### config.mk
export PLATFORM = sky130hd
export DESIGN_NAME = load_governor_hysteresis
export DESIGN_NICKNAME = d
export VERILOG_FILES = /design/src/rtl/lgh_pkg.sv /design/src/rtl/load_governor_hysteresis.sv
export VERILOG_INCLUDE_DIRS = /design/src /design/src/rtl
export SDC_FILE = /design/constraint.sdc
export NUM_CORES = 1
export LEC_CHECK = 0
export BUFFER_PORTS_ARGS = -buffer_cell sky130_fd_sc_hd__buf_4
export CAP_MARGIN = 20
export CORE_MARGIN = 2
export CORE_UTILIZATION = 64
export CTS_BUF_LIST = sky130_fd_sc_hd__clkbuf_4
export DETAILED_ROUTE_END_ITERATION = 10
export PLACE_DENSITY = 0.86
export SYNTH_ARGS = -nofsm -noshare
export SYNTH_HDL_FRONTEND = slang
export SYNTH_SLANG_ARGS = --single-unit
### constraint.sdc
create_clock -name clk -period 6.3 [get_ports clk]
set_input_delay 1.26 -clock clk [delete_from_list [all_inputs] [get_ports clk]]
set_output_delay 1.26 -clock clk [all_outputs]
set_load 0.01 [all_outputs]
### src/rtl/load_governor_hysteresis_defines.svh
// Assertion macros for the load governor.
// Used by load_governor_hysteresis.sv; expects clk and rst_n in scope.
`ifndef LOAD_GOVERNOR_HYSTERESIS_DEFINES_SVH
`define LOAD_GOVERNOR_HYSTERESIS_DEFINES_SVH

// Same-cycle implication, disabled during reset.
`define LGH_ASSERT_NOW(label, ante, cons, msg) \
    label: assert property (@(posedge clk) disable iff (!rst_n) (ante) |-> (cons)) \
        else $error(msg);

// Next-cycle implication, disabled during reset.
`define LGH_ASSERT_NEXT(label, ante, cons, msg) \
    label: assert property (@(posedge clk) disable iff (!rst_n) (ante) |=> (cons)) \
        else $error(msg);

`endif

### src/rtl/lgh_pkg.sv
// Shared types, constants and helpers for the load governor.
// No dependencies.
`default_nettype none

package lgh_pkg;

    localparam int TIMER_BITS = 16;
    localparam int FIELD_W    = 16;
    localparam int LEVEL_W    = 3;
    localparam int SUM_W      = ((TIMER_BITS > FIELD_W) ? TIMER_BITS : FIELD_W) + 1;

    localparam logic [LEVEL_W-1:0]    MAX_LEVEL  = LEVEL_W'(4);
    localparam logic [TIMER_BITS-1:0] TIMER_MAX  = '1;
    localparam logic [7:0]            TARGET_MIN = 8'd5;

    // Configuration register indexes
    localparam logic [2:0] CFG_ENABLE     = 3'd0;
    localparam logic [2:0] CFG_TARGET     = 3'd1;
    localparam logic [2:0] CFG_SLOW_DWELL = 3'd2;
    localparam logic [2:0] CFG_FAST_DWELL = 3'd3;
    localparam logic [2:0] CFG_HOLDOFF    = 3'd4;
    localparam logic [2:0] CFG_WARMUP     = 3'd5;

    typedef enum logic [1:0] {
        CHG_NONE    = 2'd0,
        CHG_LIGHTER = 2'd1,
        CHG_FULLER  = 2'd2
    } change_t;

    // Saturating timer advance.
    function automatic logic [TIMER_BITS-1:0] sat_add(
        input logic [TIMER_BITS-1:0] t,
        input logic [FIELD_W-1:0]    d
    );
        logic [SUM_W-1:0] s;
        s = SUM_W'(t) + SUM_W'(d);
        if (s > SUM_W'(TIMER_MAX))
            return TIMER_MAX;
        else
            return s[TIMER_BITS-1:0];
    endfunction

    // Timer strictly above a 16-bit threshold.
    function automatic logic timer_gt(
        input logic [TIMER_BITS-1:0] t,
        input logic [FIELD_W-1:0]    lim
    );
        return SUM_W'(t) > SUM_W'(lim);
    endfunction

endpackage

`default_nettype wire

### src/rtl/load_governor_hysteresis.sv
// An accepted input beat passes through the input reg and then the result reg.
// Throughput: one beat per cycle unless stalled; one more sample fits while a result waits.
// The governor state updates in the same cycle the sample leaves the input register.
// Reset (rst_n low, async): state cleared, since_step saturated, registers at defaults.
// No clearing pass; the block accepts beats right after reset.
`default_nettype none
`include "load_governor_hysteresis_defines.svh"

// Load governor with hysteresis: one sample in, one level verdict out.
// Depends on lgh_pkg and load_governor_hysteresis_defines.svh.
module load_governor_hysteresis (
    input  wire logic                        clk,
    input  wire logic                        rst_n,
    // sample channel
    input  wire logic                        in_valid,
    output logic                             in_stall,
    input  wire logic [lgh_pkg::FIELD_W-1:0] elapsed_ms,
    input  wire logic [lgh_pkg::FIELD_W-1:0] rate_q4,
    // result channel
    output logic                             out_valid,
    input  wire logic                        out_stall,
    output logic [lgh_pkg::LEVEL_W-1:0]      level,
    output logic [1:0]                       change,
    output logic                             slow_flag,
    output logic                             fast_flag,
    // configuration writes
    input  wire logic                        cfg_we,
    input  wire logic [2:0]                  cfg_index,
    input  wire logic [lgh_pkg::FIELD_W-1:0] cfg_data
);
    import lgh_pkg::*;

    // ---------------------------------------------------------------
    // Configuration registers
    // ---------------------------------------------------------------
    logic                  enable_reg;
    logic [7:0]            target_reg;
    logic [FIELD_W-1:0]    slow_dwell_reg;
    logic [FIELD_W-1:0]    fast_dwell_reg;
    logic [FIELD_W-1:0]    holdoff_reg;
    logic [FIELD_W-1:0]    warmup_reg;

    always_ff @(posedge clk or negedge rst_n)
    begin
        if (!rst_n)
        begin
            enable_reg     <= 1'b1;
            target_reg     <= 8'd30;
            slow_dwell_reg <= 16'd700;
            fast_dwell_reg <= 16'd4000;
            holdoff_reg    <= 16'd1000;
            warmup_reg     <= 16'd4000;
        end
        else if (cfg_we)
        begin
            unique case (cfg_index)
                CFG_ENABLE:     enable_reg     <= cfg_data[0];
                CFG_TARGET:     target_reg     <= cfg_data[7:0];
                CFG_SLOW_DWELL: slow_dwell_reg <= cfg_data;
                CFG_FAST_DWELL: fast_dwell_reg <= cfg_data;
                CFG_HOLDOFF:    holdoff_reg    <= cfg_data;
                CFG_WARMUP:     warmup_reg     <= cfg_data;
                default:        ; // unused indexes are ignored
            endcase
        end
    end

    // ---------------------------------------------------------------
    // Pipeline control: input register -> update -> result register.
    // The input register moves on whenever the result register is free
    // or its beat is being taken this cycle.
    // ---------------------------------------------------------------
    logic               in_vld_reg;
    logic [FIELD_W-1:0] elapsed_reg;
    logic [FIELD_W-1:0] rate_reg;
    logic               out_vld_reg;
    logic               out_free;
    logic               load;

    assign out_free = !out_vld_reg || !out_stall;
    assign load     = in_vld_reg && out_free;
    assign in_stall = in_vld_reg && !out_free;

    always_ff @(posedge clk or negedge rst_n)
    begin
        if (!rst_n)
            in_vld_reg <= 1'b0;
        else if (!in_stall)
            in_vld_reg <= in_valid;
    end

    always_ff @(posedge clk)
    begin
        if (in_valid && !in_stall)
        begin
            elapsed_reg <= elapsed_ms;
            rate_reg    <= rate_q4;
        end
    end

    // ---------------------------------------------------------------
    // Governor state
    // ---------------------------------------------------------------
    logic [LEVEL_W-1:0]    level_reg, level_next;
    logic                  slow_act_reg, slow_act_next;
    logic [TIMER_BITS-1:0] slow_time_reg, slow_time_next;
    logic                  fast_act_reg, fast_act_next;
    logic [TIMER_BITS-1:0] fast_time_reg, fast_time_next;
    logic [TIMER_BITS-1:0] since_step_reg, since_step_next;
    logic                  warm_reg, warm_next;
    logic [TIMER_BITS-1:0] warm_time_reg, warm_time_next;

    change_t               chg_next;
    logic                  slow_next, fast_next;

    // advanced timers
    logic [TIMER_BITS-1:0] since_adv, slow_adv, fast_adv, warm_adv;
    logic [7:0]            target_eff;
    logic [FIELD_W-1:0]    slow_lim;     // 16 * target
    logic [19:0]           rate_x10;
    logic [19:0]           fast_lim;     // 256 * target
    logic                  is_slow, is_fast;
    logic                  step_ok;

    assign since_adv  = sat_add(since_step_reg, elapsed_reg);
    assign slow_adv   = slow_act_reg ? sat_add(slow_time_reg, elapsed_reg) : slow_time_reg;
    assign fast_adv   = fast_act_reg ? sat_add(fast_time_reg, elapsed_reg) : fast_time_reg;
    assign warm_adv   = warm_reg ? sat_add(warm_time_reg, elapsed_reg) : warm_time_reg;

    assign target_eff = (target_reg < TARGET_MIN) ? TARGET_MIN : target_reg;
    assign slow_lim   = {4'd0, target_eff, 4'd0};
    assign fast_lim   = {4'd0, target_eff, 8'd0};
    // rate * 10 as (rate << 3) + (rate << 1)
    assign rate_x10   = {1'b0, rate_reg, 3'd0} + {3'd0, rate_reg, 1'b0};
    assign is_slow    = rate_reg < slow_lim;
    assign is_fast    = rate_x10 > fast_lim;
    assign step_ok    = timer_gt(since_adv, holdoff_reg);

    always_comb
    begin
        level_next      = level_reg;
        slow_act_next   = slow_act_reg;
        slow_time_next  = slow_adv;
        fast_act_next   = fast_act_reg;
        fast_time_next  = fast_adv;
        since_step_next = since_adv;
        warm_next       = warm_reg;
        warm_time_next  = warm_adv;
        chg_next        = CHG_NONE;
        slow_next       = 1'b0;
        fast_next       = 1'b0;

        if (!enable_reg)
        begin
            // forced drop, not a step
            level_next = '0;
        end
        else if (rate_reg != '0)
        begin
            if (!warm_reg)
            begin
                warm_next      = 1'b1;
                warm_time_next = '0;
            end

            if (SUM_W'(warm_time_next) >= SUM_W'(warmup_reg))
            begin
                slow_next = is_slow;
                fast_next = is_fast;

                // run tracking; slow and fast are mutually exclusive
                if (is_slow)
                begin
                    fast_act_next = 1'b0;
                    if (!slow_act_reg)
                    begin
                        slow_act_next  = 1'b1;
                        slow_time_next = '0;
                    end
                end
                else
                begin
                    slow_act_next = 1'b0;
                end

                if (is_fast)
                begin
                    if (!fast_act_reg)
                    begin
                        fast_act_next  = 1'b1;
                        fast_time_next = '0;
                    end
                end
                else
                begin
                    fast_act_next = 1'b0;
                end

                if (is_slow && (level_reg < MAX_LEVEL) && step_ok &&
                    timer_gt(slow_time_next, slow_dwell_reg))
                begin
                    level_next      = level_reg + LEVEL_W'(1);
                    since_step_next = '0;
                    slow_time_next  = '0;
                    chg_next        = CHG_LIGHTER;
                end
                else if (is_fast && (level_reg != '0) && step_ok &&
                         timer_gt(fast_time_next, fast_dwell_reg))
                begin
                    level_next      = level_reg - LEVEL_W'(1);
                    since_step_next = '0;
                    fast_time_next  = '0;
                    chg_next        = CHG_FULLER;
                end
            end
        end
    end

    always_ff @(posedge clk or negedge rst_n)
    begin
        if (!rst_n)
        begin
            level_reg      <= '0;
            slow_act_reg   <= 1'b0;
            slow_time_reg  <= '0;
            fast_act_reg   <= 1'b0;
            fast_time_reg  <= '0;
            since_step_reg <= TIMER_MAX;
            warm_reg       <= 1'b0;
            warm_time_reg  <= '0;
        end
        else if (load)
        begin
            level_reg      <= level_next;
            slow_act_reg   <= slow_act_next;
            slow_time_reg  <= slow_time_next;
            fast_act_reg   <= fast_act_next;
            fast_time_reg  <= fast_time_next;
            since_step_reg <= since_step_next;
            warm_reg       <= warm_next;
            warm_time_reg  <= warm_time_next;
        end
    end

    // ---------------------------------------------------------------
    // Result register
    // ---------------------------------------------------------------
    logic [LEVEL_W-1:0] res_level_reg;
    change_t            res_change_reg;
    logic               res_slow_reg;
    logic               res_fast_reg;

    always_ff @(posedge clk or negedge rst_n)
    begin
        if (!rst_n)
            out_vld_reg <= 1'b0;
        else if (out_free)
            out_vld_reg <= in_vld_reg;
    end

    always_ff @(posedge clk)
    begin
        if (load)
        begin
            res_level_reg  <= level_next;
            res_change_reg <= chg_next;
            res_slow_reg   <= slow_next;
            res_fast_reg   <= fast_next;
        end
    end

    assign out_valid = out_vld_reg;
    assign level     = res_level_reg;
    assign change    = res_change_reg;
    assign slow_flag = res_slow_reg;
    assign fast_flag = res_fast_reg;

    // ---------------------------------------------------------------
    // Assertions
    // ---------------------------------------------------------------
    `LGH_ASSERT_NOW(a_stall_only_when_blocked, in_stall, out_vld_reg && out_stall, "input stalled while result register free")
    `LGH_ASSERT_NEXT(a_lighter_steps_one, load && (chg_next == CHG_LIGHTER), level_reg == $past(level_reg) + LEVEL_W'(1), "lighter step did not raise level by one")
    `LGH_ASSERT_NEXT(a_disable_forces_zero, load && !enable_reg, (level_reg == '0) && (res_change_reg == CHG_NONE), "disabled sample did not force level to zero")
    `LGH_ASSERT_NOW(a_flags_exclusive, out_vld_reg, !(res_slow_reg && res_fast_reg) && (res_level_reg <= MAX_LEVEL), "bad result flags or level")

endmodule

`default_nettype wire

==> metrics.csv, run 1 <==
stage,metric,value,unit
drt,ant_nets,0,
floorplanning,io_pins,65,
drt,routed_wl,36.4,mm
clock_tree,clkTransAtPathRegs,160,ps
logic_synthesis,ys_seq_elements,184,
cells_and_area,drive_gt1_frac,0.163,
logic_synthesis,synth_edf_count,39,
drt,vias_per_cell,6.53,
floorplanning,die_w,147,um
sta,fin_worst_skew,36.0,ps
worst_setup_path,critPathRequiredTime,6680,ps
sta,relSlewSlack,0.308,
power,p_per_area,466,nW/um2
clock_tree,cts_sinks,184,
sta,fmax,0.167,GHz
logic_synthesis,synth-main-ff-cell,dfrtp_1,
clock_tree,cts_tree,done,
sta,tightest_slew,1030,ps
placement,dp_slack,-222,ps
power,max-vdd-ir-drop,0.192,mV
clock_tree,cts_root_buf,clkbuf_4,
worst_setup_path,crit_top_cell,o21ai_1,
clock_tree,h-tree-depth,4,
logic_synthesis,synth.distinct_cells,76,
sta,finalCriticalPeriod,5970,ps
run,maxCapViolations,0,
placement,gp_congestion,1.02,
logic_synthesis,syn_avg_cell_area,9.31,um2
grt,grt_pass1_wl,57.2,mm
placement,place_inst,1730,
floorplanning,core_region_area,20200,um2
grt,grt_use_total,0.339,
sta,period_share,0.948,
worst_setup_path,max_stage_delay,450,ps
grt,grt_pass1_vias,11200,
floorplanning,row_count,52,
grt,antenna_found_initial,1,
power,leakagePower,0.00652,uW
cells_and_area,syn2layout_area_growth,9.96,%
grt,grt_max_degree,87,
power,intPower,3600,uW
power,power.share.sequential,0.284,
drt,routedWlPerCell,20.6,um
cells_and_area,fin_nets,1702,
logic_synthesis,async_flop_share,0.788,
floorplanning,initial_core_util,0.649,
logic_synthesis,yosysSeqAreaShare,0.371,
power,power.switching,3110,uW
worst_setup_path,critPathSlowestCell,edfxtp_1,
sta,setup_slack,330,ps
sta,hold_viol,0,
drt,dr_total_vias,11500,
sta,finalSetupViolCount,0,
cells_and_area,stdcell_count,1765,
drt,drt-pass1-iter-count,6,
drt,drt_iter0_markers,1193,
power,power_frac_clock,0.100,
worst_setup_path,crit_fanout,8,
hold_path,min_path_type,register to register,
power,switching_share,0.463,
sta,setup-tns-final,0,ps
worst_setup_path,crit_path_end_kind,register,
drt,drc,0,
sta,rsz0062_at_grt,yes,
clock_tree,cts_inserted_buffers,17,
logic_synthesis,syn_inst,1406,
floorplanning,design.die.area,21600,um2
worst_setup_path,crit_arrival,6350,ps
power,combinationalPowerShare,0.616,
cells_and_area,final.fill_count,1472,
placement,numPortBuffers,64,
logic_synthesis,ys_warn_count,0,
worst_setup_path,start_kind,register,
grt,overflow,0,
logic_synthesis,syn_area,13100,um2
clock_tree,clock_latency,650,ps
logic_synthesis,syn-num-nets,1627,
floorplanning,die_h,147,um
sta,slew_violations,0,
clock_tree,cts_max_path_buffers,2,
placement,hpwl,27.0,mm
worst_setup_path,critical_path_class,register to register,
run_status,outcome,finished clean,
==> Yosys cell counts, drive strengths merged (37+ instances only) <==
cell type | instances | share of area
nor2 | 89 | 0.026
dfrtp | 100 | 0.19
nand2 | 139 | 0.040
o21ai | 130 | 0.050
inv | 107 | 0.031
edfxtp | 39 | 0.089
mux2 | 37 | 0.032
xnor2 | 42 | 0.028
clkbuf | 37 | 0.011
a21oi | 69 | 0.026
dfstp | 45 | 0.090
ha | 160 | 0.15
==> per-layer routing <==
metal  share of wire  GRT usage  up-vias
met1            0.41      0.453     5521
met5               0          0        -
met2            0.46      0.557      617
met3           0.090     0.0484      127
met4           0.044      0.147        0
li1                -          -     5257
==> cells by family after synthesis <==
| family | share of synthesized area |
|---|---|
| AND/OR/NAND/NOR | 0.152 |
| AO/OA/AOI/OAI | 0.199 |
| flip-flops | 0.371 |
| adder cells (fa/ha/maj) | 0.161 |
| buffers and inverters | 0.0428 |
| XOR/XNOR | 0.0395 |
| multiplexers | 0.0349 |
==> critical path: cells and delay by family (launching register included) <==
family / cells / cell delay, ps
XOR/XNOR: 1 / 160
AND/OR/NAND/NOR: 10 / 1720
AO/OA/AOI/OAI: 13 / 2370
buffers and inverters: 1 / 70
flip-flops: 1 / 450
adder cells (fa/ha/maj): 4 / 940
==> cell type report <==
class                           count  area [um2]  area share
Antenna cell                        1        2.50    0.000174
Tap cell                          270         338      0.0235
Timing Repair Buffer               95         729      0.0507
Multi-Input combinational cell   1075        7780       0.541
Sequential cell                   184        4860       0.337
Inverter                          108         405      0.0282
Clock inverter                     15         151      0.0105
Clock buffer                       17         128     0.00887
==> through the flow <==
stage | area (um2) | hold WS, ps | power, uW | utilization
floorplan | 13100 | 450 | 4820 | -
global placement | 14000 | 466 | 5660 | 0.695
detailed placement | 14000 | 479 | 5870 | 0.695
CTS | 14300 | 516 | 6570 | 0.710
global route | 14400 | 536 | 7250 | 0.714
finish | 14400 | 508 | 6700 | 0.714
==> power by group through the flow <==
stage                     sequential, uW  clock [uW]  combinational [uW]
after CTS                           1890         677                4000
after global routing                1940         722                4590
after floorplan                     1800           0                3020
final                               1900         673                4130
after global placement              1900           0                3760
after detailed placement            1910           0                3960
==> cells in the final DEF, fill, tap and decap left out, types with 35 or more instances in the layout <==
| cell type | netlist | routed |
|---|---|---|
| ha_1 | 160 | 160 |
| nand2_1 | 138 | 138 |
| o21ai_0 | 125 | 121 |
| inv_1 | 107 | 107 |
| dfrtp_1 | 100 | 100 |
| buf_4 | 0 | 92 |
| nor2_1 | 89 | 87 |
| a21oi_1 | 69 | 69 |
| dfstp_2 | 45 | 45 |
| xnor2_1 | 42 | 42 |
| edfxtp_1 | 39 | 39 |
| mux2_2 | 37 | 37 |
| a21o_1 | 35 | 35 |
==> final timing paths <==
kind | depth (start not counted) | from | slack (ps) | end
hold reg to reg | 2 | warm_time_reg[3]$_DFFE_PN0P_ | 510 | warm_time_reg[3]$_DFFE_PN0P_
setup / recovery | 29 | rate_reg[0]$_DFFE_PP_ | 330 | level[2]$_DFFE_PP_
hold / removal | 2 | warm_time_reg[3]$_DFFE_PN0P_ | 510 | warm_time_reg[3]$_DFFE_PN0P_
setup reg to reg | 29 | rate_reg[0]$_DFFE_PP_ | 330 | level[2]$_DFFE_PP_
max in group asynchronous | 2 | rst_n | 4340 | target_reg[5]$_DFFE_PN0P_
min in group asynchronous | 1 | rst_n | 640 | holdoff_reg[13]$_DFFE_PN0P_
==> repair_timing <==
action                                  CTS  global route
resized for setup                         3            17
pin swaps                                 0             3
buffers inserted                          0             1
hold buffers                              0             0
endpoints found under the setup margin   13            39
(Power assumes the default switching activity.)
==> inputs of run 2 (changes only) <==
--- a/config.mk
+++ b/config.mk
@@ -8,10 +8,11 @@
 export LEC_CHECK = 0
 export BUFFER_PORTS_ARGS = -buffer_cell sky130_fd_sc_hd__buf_4
 export CAP_MARGIN = 20
-export CORE_MARGIN = 2
+export CORE_MARGIN = 10
 export CORE_UTILIZATION = 64
 export CTS_BUF_LIST = sky130_fd_sc_hd__clkbuf_4
 export DETAILED_ROUTE_END_ITERATION = 10
+export GPL_TIMING_DRIVEN = 1
 export PLACE_DENSITY = 0.86
 export SYNTH_ARGS = -nofsm -noshare
 export SYNTH_HDL_FRONTEND = slang
==> metrics.csv, run 2 (same netlist as run 1, synthesis figures left out) <==
stage,metric,value,unit,change
run_status,outcome,finished clean,,unchanged
worst_setup_path,critPathSlowestCell,or4_1,,was edfxtp_1
worst_setup_path,worstRegToRegCells,31,,was 29
sta,fmax,0.164,GHz,was 0.167 GHz
cells_and_area,fin_nets,1705,,"was 1,702"
drt,drt-pass1-iter-count,5,,was 6
run,maxCapViolations,0,,unchanged
worst_setup_path,worstPathBufferInverterCount,3,,was 1
power,switching_share,0.450,,was 0.463
cells_and_area,layout_commonest_cell,ha_1,,unchanged
cells_and_area,final.fill_count,1528,,"was 1,472"
worst_setup_path,crit_path_end_kind,register,,unchanged
drt,routed_wl,36.0,mm,was 36.4 mm
sta,finalSetupViolCount,0,,unchanged
clock_tree,cts_tree,done,,unchanged
floorplanning,design.die.area,26600,um2,"was 21,600 um2"
sta,period_share,0.967,,was 0.948
clock_tree,cts_inserted_buffers,17,,unchanged
clock_tree,cts_root_buf,clkbuf_4,,unchanged
floorplanning,core_region_area,20200,um2,unchanged
drt,drc,0,,unchanged
worst_setup_path,critical_path_class,register to register,,unchanged
worst_setup_path,r2r-end,level_reg[0]$_DFFE_PN0P_,,was level[2]$_DFFE_PP_
power,power_frac_clock,0.107,,was 0.100
floorplanning,row_count,52,,unchanged
power,max-vdd-ir-drop,0.196,mV,was 0.192 mV
grt,grt_use_total,0.272,,was 0.339
clock_tree,h-tree-depth,4,,unchanged
drt,vias_per_cell,6.37,,was 6.53
worst_setup_path,reg2reg_slack,210,ps,was 330 ps
power,power.share.sequential,0.282,,was 0.284
drt,drt_iter0_markers,961,,"was 1,193"
hold_path,hold_path_end,warm_time_reg[0]$_DFFE_PN0P_,,was warm_time_reg[3]$_DFFE_PN0P_
floorplanning,die_w,163,um,was 147 um
grt,grt_max_degree,61,,was 87
floorplanning,io_pins,65,,unchanged
hold_path,min_from,warm_time_reg[0]$_DFFE_PN0P_,,was warm_time_reg[3]$_DFFE_PN0P_
sta,slew_violations,0,,unchanged
sta,setup-tns-final,0,ps,unchanged
sta,fin_worst_skew,32.5,ps,was 36.0 ps
sta,relSlewSlack,0.326,,was 0.308
grt,antenna_found_initial,2,,was 1
power,p_per_area,466,nW/um2,about the same
floorplanning,die_h,163,um,was 147 um
placement,gp_congestion,0.969,,was 1.02
hold_path,min_path_type,register to register,,unchanged
worst_setup_path,crit_arrival,6570,ps,was 6350 ps
worst_setup_path,cp_num_cells,31,,was 29
grt,grt_pass1_wl,57.6,mm,was 57.2 mm
cells_and_area,layout_common_cells,"160 x ha_1, 137 x nand2_1, 120 x o21ai_0",,"was 160 x ha_1, 138 x nand2_1, 121 x o21ai_0"
worst_setup_path,rr_startpoint,rate_reg[2]$_DFFE_PP_,,was rate_reg[0]$_DFFE_PP_
power,intPower,3700,uW,was 3600 uW
worst_setup_path,crit_fanout,8,,unchanged
hold_path,hold_depth,2,,unchanged
worst_setup_path,max_stage_delay,560,ps,was 450 ps
grt,grt_pass1_vias,11300,,"was 11,200"
placement,numPortBuffers,64,,unchanged
grt,overflow,0,,unchanged
drt,dr_total_vias,11300,,"was 11,500"
worst_setup_path,start_kind,register,,unchanged
power,leakagePower,0.00656,uW,was 0.00652 uW
clock_tree,cts_sinks,184,,unchanged
cells_and_area,syn2layout_area_growth,10.4,%,was 9.96%
clock_tree,clkTransAtPathRegs,140,ps,was 160 ps
sta,finalCriticalPeriod,6090,ps,was 5970 ps
sta,tightest_slew,1010,ps,was 1030 ps
sta,hold_viol,0,,unchanged
cells_and_area,drive_gt1_frac,0.168,,was 0.163
worst_setup_path,critPathRequiredTime,6780,ps,was 6680 ps
drt,ant_nets,0,,unchanged
power,power.switching,3030,uW,was 3110 uW
floorplanning,initial_core_util,0.649,,unchanged
placement,hpwl,27.4,mm,was 27.0 mm
clock_tree,clock_latency,610,ps,was 650 ps
clock_tree,cts_max_path_buffers,2,,unchanged
power,total_power,6730,uW,was 6700 uW
power,combinationalPowerShare,0.611,,was 0.616
worst_setup_path,path_delay_family,simple AND/OR/NAND/NOR gates,,was compound AO/OA/AOI/OAI gates
drt,routedWlPerCell,20.3,um,was 20.6 um
run 2: final cells by class:
cell class	instances	area [um2]	area share
diodes	2	5.00	0.000346
clock buffers	17	128	0.00883
clock inverters	15	173	0.0120
inverters	108	405	0.0281
multi-input cells	1075	7790	0.539
flip-flops and latches	184	4860	0.336
well taps	270	338	0.0234
repair buffers	98	752	0.0520
run 2: worst max-delay path by stage:
stage / startpoint / to / slack [ps]
CTS: rate_reg[2]$_DFFE_PP_ / level[2]$_DFFE_PP_ / 30
global route: rate_reg[2]$_DFFE_PP_ / level_reg[0]$_DFFE_PN0P_ / -90
detailed placement: rate_reg[2]$_DFFE_PP_ / level[2]$_DFFE_PP_ / 80
global placement: rate_reg[4]$_DFFE_PP_ / level[2]$_DFFE_PP_ / 300
floorplan: rate_reg[4]$_DFFE_PP_ / fast_time_reg[7]$_DFFE_PN0P_ / 740
finish: rate_reg[2]$_DFFE_PP_ / level_reg[0]$_DFFE_PN0P_ / 210
run 2: what timing repair did:
action	CTS	global route
endpoints found under the setup margin	6	38
pin swaps	0	4
endpoints found under the hold margin	0	0
gates cloned	0	0
gates resized for setup	1	24
buffers inserted	0	1
hold buffers	0	0
run 2: worst reg2reg max path: cells and delay by family (launching register included):
kind,cells,cell delay (ps)
AND/OR/NAND/NOR,11,2080
AO/OA/AOI/OAI,12,1850
adder cells (fa/ha/maj),4,990
flip-flops,1,450
buffers and inverters,3,440
XOR/XNOR,1,170
run 2: through the flow:
| stage | instance area (um2) | utilization | hold WS, ps | worst slack, ps | std cells |
|---|---|---|---|---|---|
| finish | 14400 | 0.716 | 502 | 209 | 1769 |
| global route | 14400 | 0.716 | 514 | -85.6 | 1769 |
| CTS | 14300 | 0.711 | 507 | 26.3 | 1765 |
| detailed placement | 14000 | 0.696 | 473 | 75.1 | 1733 |
| global placement | 14000 | 0.696 | 470 | 304 | 1733 |
| floorplan | 13100 | - | 450 | 737 | 1406 |
run 2: layer usage:
| metal | GRT usage | up-vias | routed length (um) |
|---|---|---|---|
| met1 | 0.341 | 5345 | 14700 |
| met5 | 0 | - | 0 |
| met4 | 0.114 | 0 | 1410 |
| met2 | 0.438 | 541 | 16500 |
| met3 | 0.0730 | 109 | 3430 |
| li1 | - | 5272 | - |
run 2: power groups by stage:
stage               clock network [uW]  logic, uW  registers (uW)
global placement                     0       3760            1890
CTS                                729       3990            1890
global route                       774       4600            1940
finish                             720       4110            1900
floorplan                            0       3020            1800
detailed placement                   0       3940            1910
